[config.mk]
export PLATFORM = sky130hd
export DESIGN_NAME = utdr_ctrl
export DESIGN_NICKNAME = d
export VERILOG_FILES = /design/src/sv/utdr_pkg.sv /design/src/sv/utdr_ctrl.sv
export SDC_FILE = /design/constraint.sdc
export NUM_CORES = 1
export LEC_CHECK = 0
export BUFFER_PORTS_ARGS = -buffer_cell sky130_fd_sc_hd__buf_2
export CAP_MARGIN = 15
export CORE_AREA = 2 2 39 41
export CTS_BUF_LIST = sky130_fd_sc_hd__clkbuf_4 sky130_fd_sc_hd__clkbuf_8 sky130_fd_sc_hd__clkbuf_16
export CTS_CLUSTER_SIZE = 25
export DETAILED_ROUTE_END_ITERATION = 7
export DIE_AREA = 0 0 41 43
export PLACE_DENSITY = 0.3
export SLEW_MARGIN = 10
export SYNTH_ARGS = -nofsm -noshare
export SYNTH_HDL_FRONTEND = slang
export SYNTH_SLANG_ARGS = --single-unit
[constraint.sdc]
create_clock -name clk -period 0.9 [get_ports clk]
set_clock_uncertainty 0.05 [all_clocks]
set_input_delay 0.09 -clock clk [delete_from_list [all_inputs] [get_ports clk]]
set_output_delay 0.09 -clock clk [all_outputs]
set_load 0.05 [all_outputs]
[src/sv/utdr_pkg.sv]
// Shared types and constants for the transmit ring buffer.
// No dependencies; every other file except utdr_ram refers to this package by scoped names.
`default_nettype none
package utdr_pkg;

  localparam int DEPTH = 1024;
  localparam int PTR_W = $clog2(DEPTH);
  localparam int LEN_W = PTR_W + 1;

  typedef logic [PTR_W-1:0] ptr_t;
  typedef logic [LEN_W-1:0] len_t;

  localparam ptr_t DEPTH_M1  = PTR_W'(DEPTH - 1);
  localparam len_t DEPTH_LEN = LEN_W'(DEPTH);

  localparam logic [1:0] ACT_WRITE = 2'd0;
  localparam logic [1:0] ACT_DONE  = 2'd1;
  localparam logic [1:0] ACT_READ  = 2'd2;
  localparam logic [1:0] ACT_NONE  = 2'd3;

  localparam logic [1:0] KIND_END  = 2'd0;
  localparam logic [1:0] KIND_DONE = 2'd1;
  localparam logic [1:0] KIND_READ = 2'd2;

  typedef struct packed {
    logic [1:0]  action;
    logic [7:0]  byte_value;
    logic [15:0] message_length;
    logic        last_of_message;
    logic [9:0]  read_index;
  } in_word_t;

  typedef struct packed {
    logic [1:0]  kind;
    logic        accepted;
    logic        dma_start;
    logic [9:0]  dma_index;
    logic [10:0] dma_length;
    logic [7:0]  read_data;
  } out_word_t;

  typedef struct packed {
    logic exec;
    logic load_out;
  } ctrl_cmd_t;

  typedef struct packed {
    logic has_result;
  } ctrl_status_t;

endpackage
`default_nettype wire

[src/sv/utdr_ctrl.sv]
// Handshake controller: accepts a word while the result register is free or being emptied.
// Depends on utdr_pkg for command and status types.
`default_nettype none
module utdr_ctrl (
  input  wire logic                  clk,
  input  wire logic                  rst_n,
  input  wire logic                  in_valid,
  output logic                       in_ready,
  output logic                       out_valid,
  input  wire logic                  out_ready,
  input  wire utdr_pkg::ctrl_status_t status,
  output utdr_pkg::ctrl_cmd_t        cmd
);

  typedef enum logic [1:0] {
    S_IDLE = 2'b01,
    S_OUT  = 2'b10
  } state_t;

  state_t state_r, state_nxt;

  assign in_ready     = (state_r == S_IDLE) || out_ready;
  assign out_valid    = (state_r == S_OUT);
  assign cmd.exec     = in_valid && in_ready;
  assign cmd.load_out = cmd.exec && status.has_result;

  always_comb begin
    state_nxt = state_r;
    case (state_r)
      S_IDLE: begin
        if (cmd.load_out) begin
          state_nxt = S_OUT;
        end
      end
      S_OUT: begin
        if (out_ready && !cmd.load_out) begin
          state_nxt = S_IDLE;
        end
      end
      default: state_nxt = S_IDLE;
    endcase
  end

  always_ff @(posedge clk) begin
    if (!rst_n) begin
      state_r <= S_IDLE;
    end else begin
      state_r <= state_nxt;
    end
  end

endmodule
`default_nettype wire

Yosys cells after proc, flatten, opt, wreduce, memory -nomap -nowiden
Cells that the tools add are included.

word-level totals
  register bits = 2
  word-level logic and storage cells = 14

cells by class
  eq/ne operators = 4
  multiplexer cells = 3
  reductions and logical operators = 6

operators by type and width
  operator            count
  $mux 2              2
  $pmux 2 s2          1
  $logic_and 1x1->1   3
  $eq 2x1->1 const B  1
  $eq 2x2->1 const B  1
  $ne 2x1->1 const B  1
  $ne 2x2->1 const B  1
  $reduce_and 2->1    1
  $logic_not 1->1     1
  $logic_or 1x1->1    1

Longest topological paths before layout
  depth in word-level cells = 8
  depth in mapped cells = 2
  depth with buffers taken out = 2

Worst setup path after synthesis
No wires, ideal clock.

  path kind = reg2out
  start point = register state_r[1]
  end point = output out_valid
  arrival = 1.055 ns
  required time = 0.760 ns
  setup slack = -0.295 ns
  stages on the path, launching flop included = 2
  path buffers = 0
  path through = dfxtp_1 -> nor2b_1

on the way
  word-level cells in the longest chain between the ends = 1

ends and longest elaborated chain
  item                      line             RTL
  start: declaration        utdr_ctrl.sv:20  state_t state_r, state_nxt;
  start signal: assignment  utdr_ctrl.sv:48  state_r <= state_nxt;
  $eq 2x2->1                utdr_ctrl.sv:23  assign out_valid = (state_r == S_OUT);
  end: declaration          utdr_ctrl.sv:9   output logic out_valid,

No other way between the ends.

Worst setup path after layout
  start point = register state_r[0]
  end point = output in_ready

on the way
  word-level cells in the longest chain between the ends = 2

ends and longest elaborated chain
  item              line             RTL
  $eq 2x1->1        utdr_ctrl.sv:22  assign in_ready = (state_r == S_IDLE) || out_ready;
  $logic_or 1x1->1  utdr_ctrl.sv:22
  end: declaration  utdr_ctrl.sv:8   output logic in_ready,

No other way between the ends.

==> impl_metrics.csv <==
group,metric,value,unit
worst_hold_path,hp-class,"input port to register",
placed_design,place.gp.congestion,0.5921,
route,route.detailed.drc,0,
final_layout,regMostFlops,"state_r",
grt,grt_pass1_vias,177,
clock_network,clk_latency,0.22,ns
power_and_ir_drop,combPwrFrac,28.8,%
final_layout,largest_reg_flops,2,
final_layout,syn_to_final_growth,132.0,%
power_and_ir_drop,leakage,0.0001230,uW
clock_network,clock_sinks,2,
synth,synth-seq-cells,2,
floorplanning,die_w,41,um
critical_path,endpoint_kind,"output pin",
clock_network,numCtsBuffers,3,
floorplanning,dieHeight,43,um
final_layout,drive_gt1_share,84.00,%
clock_network,cts_tree,"built",
floorplanning,io_pins,9,
synth,netlist-cell-type-count,10,
grt,grt_pass1_wl,607,um
placed_design,dpl.hpwl,283.9,um
timing,slew_headroom,85.43,%
floorplanning,core-area,1384,um^2
power_and_ir_drop,powerDensity,1430,nW/um^2
run,drv_cap,0,
final_layout,multi_input_area,117.6,um^2
synth,syn_inst,12,
route,via_per_inst,3.537,
clock_network,htreeDepth,1,
final_layout,final_util,20.98,%
timing,hold_viol_final,0,
critical_path,slowest_delay,0.31,ns
clock_network,root_buffer,"clkbuf_4",
route,wl_per_cell,8.610,um
grt,grtUsageMet2,8.438,%
critical_path,critPathArrivalTime,1.03,ns
route,num_vias,145,
floorplanning,rows,14,
run_status,violations,"negative setup slack",
route,drtPass1Iterations,1,
power_and_ir_drop,internal-power,299.9,uW
critical_path,path_class,"register to output pin",
grt,busiest_layer,"met2",
critical_path,cp.required,0.76,ns
critical_path,crit_slowest_cell,"dfxtp_2",
timing,max_slew.worst_pin.slew,0.2181,ns
synth,seq_area_frac_synth,32.00,%
final_layout,nNetsFinal,32,
floorplanning,initial_core_util,9.042,%
synth,synth.cell_area,125.1,um^2
route,drt-initial-drc-count,0,
final_layout,antennaDiodeCount,0,
critical_path,path_cells,"nor2b_4, or2_4, buf_6",
final_layout,regArea,42.54,um^2
grt,grt.met3_usage,3.141,%
timing,min_period,1.171,ns
final_layout,reg_top3,"state_r: 2 flops",
critical_path,critPathLaunchType,"register",
placed_design,place_ws,-0.1736,ns
synth,yosys_warnings,0,
clock_network,post_cts_buffers,0,
grt,track_usage,5.411,%
timing,drv_slew,0,
critical_path,critPathMaxFanout,3,
clock_network,clock_path_buffers,2,
route,antenna_left,0,
clock_network,path_clk_slew,0.03,ns
power_and_ir_drop,seq_power_share,23.5,%
timing,fmax,853.9,MHz
grt,antenna_found_initial,0,
power_and_ir_drop,ir_worst_vdd,0.3537,mV
timing,setup_violations,6,
grt,grt-ovfl-total,0,
grt,grtUsageMet1,3.834,%
power_and_ir_drop,switching_share,27.75,%
placed_design,portBuffers,8,
synth,syn_nets,17,
timing,fin_ws,-0.2711,ns
grt,grt_max_degree,5,
run_status,outcome,"finished, violations left",
synth,postSynthAreaPerCell,10.43,um^2
power_and_ir_drop,clock_power_share,47.8,%
clock_network,ctsHoldBuffers,0,
power_and_ir_drop,switchingPower,115.2,uW
timing,min_period_over_period,130.1,%
final_layout,fillers,162,
floorplanning,die-area,1763,um^2
timing,rsz0062_at_grt,"yes",
route,wl,353,um
[layout make-up]
class,count,area share [%]
Clock buffer,3,7.759
Sequential cell,2,14.66
Tap cell,16,6.897
Multi-Input combinational cell,10,40.52
Timing Repair Buffer,10,30.17
[power groups by stage]
| stage | Combinational, uW | Sequential, uW | Clock [uW] |
|---|---|---|---|
| 2_1_floorplan | 65.6 | 97.5 | 0 |
| 3_3_place_gp | 96.8 | 97.2 | 0 |
| 3_5_place_dp | 97.9 | 97.0 | 0 |
| 4_1_cts | 121 | 97.6 | 210 |
| 5_1_grt | 126 | 97.7 | 224 |
| 6_report | 119 | 97.4 | 198 |
[metrics by stage]
step / cell area, um^2 / instances / power, uW / TNS [ns] / hold WS (ns)
floorplan: 147.6 / 12 / 163.1 / -0.1489 / 0.1248
global placement: 222.7 / 38 / 194.1 / -0.6436 / 0.2539
detailed placement: 222.7 / 38 / 194.9 / -0.6335 / 0.2636
CTS: 290.3 / 41 / 428.5 / -1.180 / 0.01561
global route: 290.3 / 41 / 447.9 / -1.333 / 0.02909
finish: 290.3 / 41 / 415.1 / -1.111 / 0.02320
[placed cells by master, fill, tap and decap left out]
cell	instances
a21boi_1	1
a2bb2oi_2	1
and4b_1	1
buf_2	4
buf_4	2
buf_6	2
buf_8	2
clkbuf_4	3
dfxtp_2	2
nand3b_1	1
nor2b_4	2
o211a_4	1
o21a_4	1
o2bb2ai_1	1
or2_4	1
[kinds of logic (layout without fill, tap and decap cells)]
family	count (synthesis)	count (layout)	synth area share, %
simple gates	5	5	29.00
buf+inv	0	13	0
compound gates	5	5	39.00
flops	2	2	32.00
[worst paths after layout]
path | from | to | slack (ns) | cells past startpoint
max | state_r[0] | in_ready | -0.27 | 3
min | rst_n | state_r[0] | 0.02 | 2
max reg2reg | state_r[1] | state_r[1] | -0.07 | 3
min reg2reg | state_r[1] | state_r[1] | 0.64 | 3
[cells in the mapped netlist (all sizes together)]
master,count,area [um^2]
a2bb2oi,1,15.01
o2bb2ai,1,8.760
o211a,1,10.01
nor2b,2,12.51
dfxtp,2,40.04
a21boi,1,7.510
or2,1,6.260
nand3b,1,7.510
o21a,1,7.510
and4b,1,10.01
[timing repair]
item / 4_1_cts / 5_1_grt
endpoints found under the setup margin: 6 / 6
pin swaps: 1 / 1
resized for setup: 14 / 0
[layer usage]
layer / share of wire, % / routed length, um
met1: 29 / 104
met2: 70 / 248
met3: 0 / 0
met4: 0 / 0
met5: 0 / 0
[critical path: cells and delay by family (launching register included)]
| kind | cells | cell delay [ns] |
|---|---|---|
| DFF | 1 | 0.31 |
| and+or+nand+nor | 2 | 0.35 |
| buffers and inverters | 1 | 0.15 |
Power figures use the tool's default switching activity.
